**src/hw/rtl/assert_macros.svh**
```systemverilog
// assertion helpers used by the stencil core
`ifndef ASSERT_MACROS_SVH
`define ASSERT_MACROS_SVH

// property must hold at every clock edge outside reset
`define TWLS_ASSERT(lbl, clk, rst_n, prop, msg) \
	lbl: assert property (@(posedge clk) disable iff (!rst_n) (prop)) else $error(msg);

// property must never hold at a clock edge outside reset
`define TWLS_ASSERT_NEVER(lbl, clk, rst_n, prop, msg) \
	lbl: assert property (@(posedge clk) disable iff (!rst_n) !(prop)) else $error(msg);

`endif

```
**src/hw/rtl/twls_pkg.sv**
```systemverilog
package twls_pkg;

	// default sizes
	localparam int MAX_LEVEL_DEF        = 12;
	localparam int SAMPLE_WIDTH_DEF     = 24;
	localparam int WEIGHT_FRAC_BITS_DEF = 16;

	// grid level register width, fixed by the register map
	localparam int LEVEL_W = 4;

	// register map
	localparam int REG_IDX_W = 1;
	localparam logic [REG_IDX_W-1:0] REG_GRID_LEVEL   = 1'd0;
	localparam logic [REG_IDX_W-1:0] REG_RIGHT_WEIGHT = 1'd1;

	// reset value of the grid level register
	localparam logic [LEVEL_W-1:0] GRID_LEVEL_RESET = 4'd1;

	// result queue
	localparam int QUEUE_DEPTH = 4;
	localparam int QUEUE_PTR_W = 2;

	// stencil form of a grid point
	typedef enum logic [1:0] {
		KIND_ENDPOINT,
		KIND_LEFT,
		KIND_RIGHT
	} twls_kind_t;

	// index status handed from the digit counter to the datapath
	typedef struct packed {
		logic       started;
		twls_kind_t kind;
		logic       last;
	} twls_info_t;

endpackage

```
**src/hw/rtl/twls_index.sv**
```systemverilog
module twls_index #(
	parameter int MAX_LEVEL = twls_pkg::MAX_LEVEL_DEF
) (
	input  logic                         clk,
	input  logic                         arst_n,
	input  logic [twls_pkg::LEVEL_W-1:0] grid_level,
	input  logic                         restart,
	input  logic                         step,
	output twls_pkg::twls_info_t         info
);

	logic       started_q;
	logic [1:0] trits_q [MAX_LEVEL];
	logic [1:0] trits_inc [MAX_LEVEL];
	logic       all_zero;
	logic       all_two;
	logic [1:0] low_trit;
	logic       carry;

	// classify the current index k from its base-3 digits
	always_comb begin
		all_zero = 1'b1;
		all_two  = 1'b1;
		low_trit = 2'd0;
		carry    = 1'b1;
		for (int d = 0; d < MAX_LEVEL; d++) begin
			if (trits_q[d] != 2'd0) begin
				all_zero = 1'b0;
			end
			if ((d < int'(grid_level)) && (trits_q[d] != 2'd2)) begin
				all_two = 1'b0;
			end
			if (carry) begin
				trits_inc[d] = (trits_q[d] == 2'd2) ? 2'd0 : trits_q[d] + 2'd1;
			end else begin
				trits_inc[d] = trits_q[d];
			end
			carry = carry && (trits_q[d] == 2'd2);
		end
		for (int d = MAX_LEVEL - 1; d >= 0; d--) begin
			if (trits_q[d] != 2'd0) begin
				low_trit = trits_q[d];
			end
		end
	end

	// status toward the datapath
	always_comb begin
		info.started = started_q;
		info.last    = all_two;
		if (all_zero) begin
			info.kind = twls_pkg::KIND_ENDPOINT;
		end else if (low_trit == 2'd1) begin
			info.kind = twls_pkg::KIND_LEFT;
		end else begin
			info.kind = twls_pkg::KIND_RIGHT;
		end
	end

	// digit counter, restarts on a level write and after the final sample
	always_ff @(posedge clk or negedge arst_n) begin
		if (!arst_n) begin
			started_q <= 1'b0;
			for (int d = 0; d < MAX_LEVEL; d++) begin
				trits_q[d] <= 2'd0;
			end
		end else if (restart) begin
			started_q <= 1'b0;
			for (int d = 0; d < MAX_LEVEL; d++) begin
				trits_q[d] <= 2'd0;
			end
		end else if (step) begin
			if (!started_q) begin
				started_q <= 1'b1;
				for (int d = 0; d < MAX_LEVEL; d++) begin
					trits_q[d] <= 2'd0;
				end
			end else if (all_two) begin
				started_q <= 1'b0;
				for (int d = 0; d < MAX_LEVEL; d++) begin
					trits_q[d] <= 2'd0;
				end
			end else begin
				for (int d = 0; d < MAX_LEVEL; d++) begin
					trits_q[d] <= trits_inc[d];
				end
			end
		end
	end

endmodule

```
**src/hw/rtl/twls_queue.sv**
```systemverilog
module twls_queue #(
	parameter int DATA_W = twls_pkg::SAMPLE_WIDTH_DEF + 3
) (
	input  logic              clk,
	input  logic              arst_n,
	input  logic              push_a,
	input  logic [DATA_W-1:0] data_a,
	input  logic              push_b,
	input  logic [DATA_W-1:0] data_b,
	output logic              room,
	output logic              out_valid,
	input  logic              out_stall,
	output logic [DATA_W-1:0] out_data
);

	localparam int PW = twls_pkg::QUEUE_PTR_W;

	logic [DATA_W-1:0] mem_q [twls_pkg::QUEUE_DEPTH];
	logic [PW-1:0]     wr_ptr_q;
	logic [PW-1:0]     rd_ptr_q;
	logic [PW:0]       count_q;
	logic              pop;
	logic [PW:0]       push_n;

	// room for two entries, enough for the final sample of a block
	assign room      = count_q <= (PW + 1)'(twls_pkg::QUEUE_DEPTH - 2);
	assign out_valid = count_q != '0;
	assign out_data  = mem_q[rd_ptr_q];
	assign pop       = out_valid && !out_stall;
	assign push_n    = (PW + 1)'(push_a) + (PW + 1)'(push_b);

	// entry storage
	always_ff @(posedge clk) begin
		if (push_a) begin
			mem_q[wr_ptr_q] <= data_a;
		end
		if (push_b) begin
			mem_q[wr_ptr_q + PW'(1)] <= data_b;
		end
	end

	// pointers and fill level
	always_ff @(posedge clk or negedge arst_n) begin
		if (!arst_n) begin
			wr_ptr_q <= '0;
			rd_ptr_q <= '0;
			count_q  <= '0;
		end else begin
			wr_ptr_q <= wr_ptr_q + push_n[PW-1:0];
			if (pop) begin
				rd_ptr_q <= rd_ptr_q + PW'(1);
			end
			count_q <= count_q + push_n - (PW + 1)'(pop);
		end
	end

endmodule

```
**src/hw/rtl/triadic_weighted_laplacian_stencil_core.sv**
```systemverilog
// Takes one sample per clock whenever the result queue has two free entries, which it has
// in steady state, so a block of 3^L+1 samples streams through at one sample a cycle. The
// result for point k, after sample k+1 is taken, goes through the input register, product
// register and queue, and the final sample of a block puts two results into the four-entry
// queue at once; sample_stall rises only while that queue holds more than two results.
// The two weighted products are formed in parallel in one stage, one multiplier each.
// Write grid_level or right_weight only while the block is idle; a grid_level write
// starts a new block.
`include "assert_macros.svh"

module triadic_weighted_laplacian_stencil_core #(
	parameter int MAX_LEVEL        = twls_pkg::MAX_LEVEL_DEF,
	parameter int SAMPLE_WIDTH     = twls_pkg::SAMPLE_WIDTH_DEF,
	parameter int WEIGHT_FRAC_BITS = twls_pkg::WEIGHT_FRAC_BITS_DEF
) (
	input  logic                           clk,
	input  logic                           arst_n,
	input  logic                           cfg_write,
	input  logic [twls_pkg::REG_IDX_W-1:0] cfg_index,
	input  logic [WEIGHT_FRAC_BITS:0]      cfg_data,
	input  logic                           sample_valid,
	output logic                           sample_stall,
	input  logic signed [SAMPLE_WIDTH-1:0] sample_value,
	output logic                           result_valid,
	input  logic                           result_stall,
	output logic signed [SAMPLE_WIDTH+1:0] laplacian_value,
	output logic                           block_end
);

	localparam int SW = SAMPLE_WIDTH;
	localparam int F  = WEIGHT_FRAC_BITS;
	localparam int WW = F + 1;
	localparam int PW = SW + F + 2;
	localparam int OW = SW + 2;
	localparam logic [WW-1:0] WEIGHT_ONE  = WW'(1) << F;
	localparam logic [WW-1:0] WEIGHT_HALF = WW'(1) << (F - 1);
	localparam logic [PW-1:0] ROUND_HALF  = PW'(1) << (F - 1);

	// configuration registers
	logic [twls_pkg::LEVEL_W-1:0] grid_level_q;
	logic [WW-1:0]                right_weight_q;
	logic                         level_write;

	// sample history
	logic signed [SW-1:0] newest_q;
	logic signed [SW-1:0] older_q;

	// handshake
	logic                 adv;
	logic                 accept;
	twls_pkg::twls_info_t info;

	// weights and operand selection
	logic [WW-1:0]        p_eff;
	logic [WW-1:0]        q_eff;
	logic signed [SW-1:0] a_sel;
	logic signed [SW-1:0] b_sel;
	logic [WW-1:0]        wa_sel;
	logic [WW-1:0]        wb_sel;

	// stage 1: operands
	logic                 valid_s1;
	logic                 end_s1;
	logic signed [SW-1:0] a_s1;
	logic signed [SW-1:0] b_s1;
	logic [WW-1:0]        wa_s1;
	logic [WW-1:0]        wb_s1;
	logic signed [SW-1:0] newest_s1;
	logic signed [SW-1:0] x_s1;

	// products
	logic signed [PW-1:0] prod_a;
	logic signed [PW-1:0] prod_b;
	logic signed [PW-1:0] sum_a;
	logic signed [PW-1:0] sum_b;

	// stage 2: rounded terms
	logic                 valid_s2;
	logic                 end_s2;
	logic signed [SW:0]   ta_s2;
	logic signed [SW:0]   tb_s2;
	logic signed [SW-1:0] newest_s2;
	logic signed [SW-1:0] x_s2;

	// results into the queue
	logic signed [OW-1:0] interior_r;
	logic signed [OW-1:0] endpoint_r;
	logic [OW:0]          q_data_a;
	logic [OW:0]          q_data_b;
	logic [OW:0]          q_out;

	// register writes
	assign level_write = cfg_write && (cfg_index == twls_pkg::REG_GRID_LEVEL);

	always_ff @(posedge clk or negedge arst_n) begin
		if (!arst_n) begin
			grid_level_q   <= twls_pkg::GRID_LEVEL_RESET;
			right_weight_q <= WEIGHT_HALF;
		end else if (cfg_write) begin
			unique case (cfg_index)
				twls_pkg::REG_GRID_LEVEL: begin
					grid_level_q <= cfg_data[twls_pkg::LEVEL_W-1:0];
				end
				twls_pkg::REG_RIGHT_WEIGHT: begin
					right_weight_q <= cfg_data;
				end
				default: begin
				end
			endcase
		end
	end

	// index tracking
	twls_index #(
		.MAX_LEVEL(MAX_LEVEL)
	) u_index (
		.clk       (clk),
		.arst_n    (arst_n),
		.grid_level(grid_level_q),
		.restart   (level_write),
		.step      (accept),
		.info      (info)
	);

	// transfer control: the whole pipe moves when the queue can take two results
	assign sample_stall = !adv;
	assign accept       = sample_valid && adv;

	// clamp weight to one, left weight is the complement
	assign p_eff = (right_weight_q > WEIGHT_ONE) ? WEIGHT_ONE : right_weight_q;
	assign q_eff = WEIGHT_ONE - p_eff;

	// pick operands per stencil form; an endpoint is x weighted by one
	always_comb begin
		case (info.kind)
			twls_pkg::KIND_LEFT: begin
				a_sel  = older_q;
				wa_sel = q_eff;
				b_sel  = sample_value;
				wb_sel = p_eff;
			end
			twls_pkg::KIND_RIGHT: begin
				a_sel  = sample_value;
				wa_sel = q_eff;
				b_sel  = older_q;
				wb_sel = p_eff;
			end
			default: begin
				a_sel  = sample_value;
				wa_sel = '0;
				b_sel  = sample_value;
				wb_sel = WEIGHT_ONE;
			end
		endcase
	end

	// sample history
	always_ff @(posedge clk or negedge arst_n) begin
		if (!arst_n) begin
			newest_q <= '0;
			older_q  <= '0;
		end else if (accept) begin
			older_q  <= newest_q;
			newest_q <= sample_value;
		end
	end

	// stage 1 valid
	always_ff @(posedge clk or negedge arst_n) begin
		if (!arst_n) begin
			valid_s1 <= 1'b0;
		end else if (adv) begin
			valid_s1 <= accept && info.started;
		end
	end

	// stage 1 payload
	always_ff @(posedge clk) begin
		if (accept) begin
			end_s1    <= info.last;
			a_s1      <= a_sel;
			b_s1      <= b_sel;
			wa_s1     <= wa_sel;
			wb_s1     <= wb_sel;
			newest_s1 <= newest_q;
			x_s1      <= sample_value;
		end
	end

	// weighted products, rounded half up
	assign prod_a = $signed({{(F + 2){a_s1[SW-1]}}, a_s1}) * $signed({{(SW + 1){1'b0}}, wa_s1});
	assign prod_b = $signed({{(F + 2){b_s1[SW-1]}}, b_s1}) * $signed({{(SW + 1){1'b0}}, wb_s1});
	assign sum_a  = prod_a + ROUND_HALF;
	assign sum_b  = prod_b + ROUND_HALF;

	// stage 2 valid
	always_ff @(posedge clk or negedge arst_n) begin
		if (!arst_n) begin
			valid_s2 <= 1'b0;
		end else if (adv) begin
			valid_s2 <= valid_s1;
		end
	end

	// stage 2 payload
	always_ff @(posedge clk) begin
		if (adv) begin
			end_s2    <= end_s1;
			ta_s2     <= sum_a[F+SW:F];
			tb_s2     <= sum_b[F+SW:F];
			newest_s2 <= newest_s1;
			x_s2      <= x_s1;
		end
	end

	// final differences
	assign interior_r = OW'(newest_s2) - OW'(ta_s2) - OW'(tb_s2);
	assign endpoint_r = OW'(x_s2) - OW'(newest_s2);
	assign q_data_a   = {1'b0, interior_r};
	assign q_data_b   = {1'b1, endpoint_r};

	// result queue
	twls_queue #(
		.DATA_W(OW + 1)
	) u_queue (
		.clk      (clk),
		.arst_n   (arst_n),
		.push_a   (adv && valid_s2),
		.data_a   (q_data_a),
		.push_b   (adv && valid_s2 && end_s2),
		.data_b   (q_data_b),
		.room     (adv),
		.out_valid(result_valid),
		.out_stall(result_stall),
		.out_data (q_out)
	);

	assign block_end       = q_out[OW];
	assign laplacian_value = q_out[OW-1:0];

	// checks
	`TWLS_ASSERT(a_last_marks_end, clk, arst_n, accept && !cfg_write && info.started && info.last |=> valid_s1 && end_s1, "final sample did not mark block end")
	`TWLS_ASSERT(a_weights_sum_one, clk, arst_n, valid_s1 |-> (({1'b0, wa_s1} + {1'b0, wb_s1}) == {1'b0, WEIGHT_ONE}), "stencil weights do not sum to one")
	`TWLS_ASSERT(a_s2_holds, clk, arst_n, valid_s2 && sample_stall |=> valid_s2 && $stable(ta_s2) && $stable(tb_s2), "stage 2 changed while stalled")

endmodule
```
**config.mk**
```make
export PLATFORM = sky130hd
export DESIGN_NAME = triadic_weighted_laplacian_stencil_core
export DESIGN_NICKNAME = d
export VERILOG_FILES = /design/src/hw/rtl/twls_pkg.sv /design/src/hw/rtl/twls_index.sv /design/src/hw/rtl/twls_queue.sv /design/src/hw/rtl/triadic_weighted_laplacian_stencil_core.sv
export VERILOG_INCLUDE_DIRS = /design/src /design/src/hw/rtl
export SDC_FILE = /design/constraint.sdc
export NUM_CORES = 2
export LEC_CHECK = 0
export ABC_AREA = 1
export BUFFER_PORTS_ARGS = -buffer_cell sky130_fd_sc_hd__buf_2
export CAP_MARGIN = 20
export CORE_UTILIZATION = 65
export DETAILED_ROUTE_END_ITERATION = 10
export PLACE_DENSITY = 0.82
export SYNTH_ARGS = -nofsm -noshare
export SYNTH_HDL_FRONTEND = slang
export SYNTH_SLANG_ARGS = --single-unit
```
**constraint.sdc**
```tcl
create_clock -name clk -period 7.8 [get_ports clk]
set_input_delay 1.56 -clock clk [delete_from_list [all_inputs] [get_ports clk]]
set_output_delay 1.56 -clock clk [all_outputs]
set_load 0.1 [all_outputs]
```
Yosys cells after proc, flatten, opt, wreduce, memory -nomap -nowiden
Memories as Yosys holds them, arrays and structs flattened. Index checks and enable logic that the tools add are counted.

Register bits after elaboration: 333. Bits in latches: 0. RAM bits: 108. ROM bits: 0. Bits of input ports: 47. Memories kept: 1.

Add/sub/neg operators: 24. Multiply operators: 2. Div/mod/pow operators: 0. Magnitude comparators: 14. Eq/ne operators: 38. Shift operators: 0. Muxes and demuxes: 76. Bitwise operators: 1. Reductions and logical operators: 58.

Memory list: u_queue.mem_q (depth 4, width 27, read ports 1, clocked after memory_dff 0, write ports 2, line twls_queue.sv:18) `logic [DATA_W-1:0] mem_q [twls_pkg::QUEUE_DEPTH];`.

Operators by type and width (count): 2-to-1 mux 24 bit (6); adder 41 x 16 -> 41 bit (second input constant) (2); multiplier 24 x 18 -> 41 bit (2); 2-to-1 mux 2 bit (37); inequality test 4 bit (second input constant) (11); 2-to-1 mux 1 bit (32); adder 2 x 1 -> 2 bit (second input constant) (14); logical AND 1 bit (28); == test 2 bit (second input constant) (13); AND reduction 2 bit (13); nonzero test 2 bit (13); subtractor 24 x 25 -> 26 bit (1); subtractor 26 x 25 -> 26 bit (1); subtractor 24 x 24 -> 25 bit (1); inequality test 2 bit (second input constant) (12); > comparator 17 bit (second input constant) (1); 2-to-1 mux 17 bit (1); subtractor 17 bit (first input constant) (1); less-than comparator 3 x 4 -> 1 bit (first input constant) (4); less-than comparator 4 bit (first input constant) (4); less-than comparator 1 x 4 -> 1 bit (first input constant) (2); less-than comparator 2 x 4 -> 1 bit (first input constant) (2); == test 2 x 1 -> 1 bit (second input constant) (2); adder 3 bit (1); 8 further kinds (9).

Longest topological paths before layout
Word-level depth: 18. Depth in mapped cells: 28. Gate-level depth less buffers: 26.

Modules after synthesis
From an unflattened synthesis, not the netlist that was laid out.

Cell total of the unflattened synthesis: 6538. Area total of the unflattened synthesis: 53462.5 um2.

Modules (own cells, without submodules): triadic_weighted_laplacian_stencil_core (instances 1, cells each 5604, area an instance 45897.8 um2); twls_queue (instances 1, cells each 668, area an instance 5826.8 um2); twls_index (instances 1, cells each 266, area an instance 1737.9 um2).

Worst setup path after synthesis
No wires, ideal clock.

Path type: reg2reg. Start: register u_queue.count_q[2]. End: register newest_q[18]. Data arrival time: 6.558 ns. Setup slack: 0.905 ns. Stages on the path, launching flop included: 8. Path buffers: 1. Clock period less this slack: 6.895 ns. Cells stage by stage: dfrtp_1 inv_1 o21ai_2 inv_2 nand2_1 inv_1 clkbuf_1 o21ai_0.

Word-level cells in the longest chain between the ends: 2.

RTL lines: start: declaration (line twls_queue.sv:21) `logic [PW:0] count_q;`; start signal: assignment (line twls_queue.sv:53) `count_q <= count_q + push_n - (PW + 1)'(pop);`; less-or-equal comparator 3 x 2 -> 1 bit (line twls_queue.sv:26) `assign room = count_q <= (PW + 1)'(twls_pkg::QUEUE_DEPTH - 2);`; logical AND 1 bit (line triadic_weighted_laplacian_stencil_core.sv:127) `assign accept = sample_valid && adv;`; named net accept (line triadic_weighted_laplacian_stencil_core.sv:50) `logic accept;`; end signal: assignment (line triadic_weighted_laplacian_stencil_core.sv:164) `newest_q <= sample_value;`; end: declaration (line triadic_weighted_laplacian_stencil_core.sv:45) `logic signed [SW-1:0] newest_q;`.

The timed path passes the listed nets, and every way through them passes these cells. A chain may end at the register's enable or synchronous reset.

Worst setup path after layout
Start: register wb_s1[3]. End: register tb_s2[22] (data pin).

Word-level cells in the longest chain between the ends: 2.

RTL lines: start: declaration (line triadic_weighted_laplacian_stencil_core.sv:67) `logic [WW-1:0] wb_s1;`; start signal: assignment (line triadic_weighted_laplacian_stencil_core.sv:184) `wb_s1 <= wb_sel;`; multiplier 24 x 18 -> 41 bit (line triadic_weighted_laplacian_stencil_core.sv:192) `assign prod_b = $signed({{(F + 2){b_s1[SW-1]}}, b_s1}) * $signed({{(SW + 1){1'b0}}, wb_s1});`; adder 41 x 16 -> 41 bit (line triadic_weighted_laplacian_stencil_core.sv:194) `assign sum_b = prod_b + ROUND_HALF;`; named net sum_b[38] (line triadic_weighted_laplacian_stencil_core.sv:75) `logic signed [PW-1:0] sum_b;`; end signal: assignment (line triadic_weighted_laplacian_stencil_core.sv:210) `tb_s2 <= sum_b[F+SW:F];`; end: declaration (line triadic_weighted_laplacian_stencil_core.sv:81) `logic signed [SW:0] tb_s2;`.

The timed path passes the listed nets, and every way through them passes these cells.

==> flow_summary.ini <==
[finish]
largest_register_ffs = 108
multiInputGateArea_um2 = 32200
top_regs = u_queue.mem_q: 108 flops, ta_s2: 25 flops, tb_s2: 25 flops
regArea_um2 = 12700
drive_gt1_share_pct = 4.43
layoutNonFillerInstCount = 7161
fillers = 6081
postLayoutCoreUtil_pct = 69.2
regMostFlops = u_queue.mem_q
final_nets = 7225
syn_to_final_growth_pct = 4.94

[hold_path]
hold_end = x_s2[3]$_DFFE_PN_
hold_depth = 0
hp-class = reg -> reg
holdCritStartpoint = x_s1[3]$_DFFE_PP_

[yosys]
synth.distinct_cells = 61
ys_ff_latch = 440
async_flop_share_pct = 23.4
synth_area_leaders = fa_1 (31%), edfxtp_1 (19%), inv_1 (12%), nand2_1 (10%), ha_1 (7.1%)
ys.warnings.count = 0
synth_area_um2 = 52200
netlist_instances = 6131
ys.flop_type = edfxtp_1
synth.avg_cell_area_um2 = 8.51
syn-num-nets = 7291
ys_seq_area_share_pct = 24.3
synth-edff-count = 333
synth_top_cell_area_share_pct = 31.4
yosysTopAreaCell = fa_1

[worst_setup_path]
path_class = reg -> reg
cp_max_fo = 24
cp-start-kind = flop
reg2reg_depth = 17
required_ps = 8110
cp-end-kind = flop
timing.rr.start = wb_s1[3]$_SDFFCE_PN0P_
r2r_setup_slack_ps = 950
cp.arrival_ps = 7160
r2r-end = tb_s2[22]$_DFFE_PN_

[sta]
fin_crit_sh_pct = 87.8
setup-violations-final = 0
finalHoldViolCount = 0
fin_tns_setup_ps = 0
relSlewSlack_pct = 21.7
timing.fmax_ghz = 0.146
worst_pin_slew_ps = 1170
finClkSkew_ps = 22.2
period_minus_slack_ps = 6850
finalMaxSlewViolations = 0
worst_slack_ps = 954
grt_setup_unrepaired = false

[cts]
h-tree-depth = 2
ctsResizeCount = 0
ctsHoldBuffers = 0
cts_buffers = 43
cts_sinks = 440
clock-root-buffer = clkbuf_16
clkTransAtPathRegs_ps = 70
tritoncts = done
cts_setup_buffers = 0
cts_buffer_depth = 3
clk_latency_ps = 570

[placed_design]
dpl_worst_slack_ps = 1060
port_buffers = 75
placedCellCount = 7070
hpwl_um = 107000
gp_congestion = 0.972

[floorplanning]
io_pins = 76
start_util_pct = 65.9
fp.dieW_um = 285
rows = 103
fp.dieH_um = 285
dieArea_um2 = 81400
core_area_um2 = 79100

[drt]
routed_via_density = 5.61
finalWirelength_um = 135000
dr.pass1.iters = 6
postRouteAntennaNets = 1
drt_iter0_drc = 4220
wl_per_cell_um = 18.8
remaining_drc_errors = 0
vias = 40100

[grt]
grt-ovfl-total = 0
grt_max_degree = 110
antenna_found_initial = 18
grt_pass1_vias = 41600
grt_first_pass_wirelength_um = 217000
grt_use_total_pct = 34.1

[run_status]
status = finished, violations left
violations = antenna rules

[job]
maxCapViolations = 0
metrics by stage:
stage	instance area [µm²]	hold WS, ps
2_1_floorplan	52200	400
3_3_place_gp	53300	401
3_5_place_dp	53300	405
4_1_cts	54700	416
5_1_grt	54700	423
6_report	54700	416
cells by family after synthesis:
group / after synthesis / synth area share [%]
flip-flops: 440 / 24.3
AO/OA/AOI/OAI: 566 / 6.06
buffers and inverters: 1915 / 13.9
adder cells (fa/ha/maj): 1113 / 38.5
multiplexers: 9 / 0.194
XOR/XNOR: 96 / 1.61
AND/OR/NAND/NOR: 1992 / 15.5
cell type report:
type,instances,area share (%)
diodes,14,0.0640
clock buffers,48,2.02
clock inverters,29,0.624
inverters,1684,11.6
multi-input cells,3776,58.9
flip-flops and latches,440,23.1
well taps,1050,2.40
repair buffers,120,1.31
cells in the final DEF, fill, tap and decap left out, types with 7 or more instances in the layout:
cell type and instances:
buf_4 46, o21ai_2 7, mux2_2 9, o211ai_1 8
dfrtp_1 101, o21a_1 14, xnor2_1 42, o22ai_1 67
xor2_1 54, fa_1 817, nand2_2 8, inv_2 13
ha_1 296, clkinv_2 7, o21ai_0 229, nand4_1 24
a21o_1 20, nor4_1 10, nor2_1 253, clkbuf_16 43
a21oi_1 148, o21ai_1 25, clkinv_1 8, nand3_1 206
edfxtp_1 333, a31oi_1 24, or2_2 19, inv_1 1666
diode_2 14, nand2_1 1421, nor3_1 17, buf_2 74
layer usage:
layer / part of all wire, % / global-route usage [%]
met5: 0.14 / 0
met4: 3.5 / 11.3
met1: 39 / 46.5
met2: 47 / 54.8
met3: 11 / 7.29
cells in the mapped netlist, types with 14 or more instances:
master	n
a21o_1	20
nand4_1	24
o21ai_1	25
nand3_1	206
nand2_1	1421
or2_2	19
a31oi_1	24
ha_1	296
o21a_1	14
edfxtp_1	333
buf_2	19
o21ai_0	229
clkbuf_1	198
a21oi_1	148
xnor2_1	42
o22ai_1	67
nor2_1	253
nor3_1	17
inv_1	1667
fa_1	817
xor2_1	54
inv_2	14
dfrtp_1	101
worst max-delay path by stage:
stage,from,cells after the start,endpoint
3_3_place_gp,wb_s1[3]$_SDFFCE_PN0P_,17,tb_s2[22]$_DFFE_PN_
6_report,wb_s1[3]$_SDFFCE_PN0P_,17,tb_s2[22]$_DFFE_PN_
5_1_grt,wa_s1[3]$_SDFFCE_PN0P_,18,ta_s2[22]$_DFFE_PN_
2_1_floorplan,u_queue.count_q[2]$_DFF_PN0_,7,newest_q[18]$_DFFE_PN0P_
4_1_cts,wb_s1[3]$_SDFFCE_PN0P_,17,tb_s2[22]$_DFFE_PN_
3_5_place_dp,wb_s1[3]$_SDFFCE_PN0P_,17,tb_s2[22]$_DFFE_PN_
worst max-delay path, cell delays in order, from the launching register on:
cell,delay (ps)
edfxtp_1,1100
nand2_1,320
fa_1,790
fa_1,490
inv_1,290
fa_1,500
fa_1,500
fa_1,500
inv_1,50
fa_1,470
inv_1,40
ha_1,380
a21oi_1,230
a21boi_0,290
o221ai_1,180
a21oi_1,150
o221ai_1,140
xor2_1,170
Power is left out: the tool's default activity adds up to more than one toggle a clock period on the data nets, which glitch-free logic cannot reach.
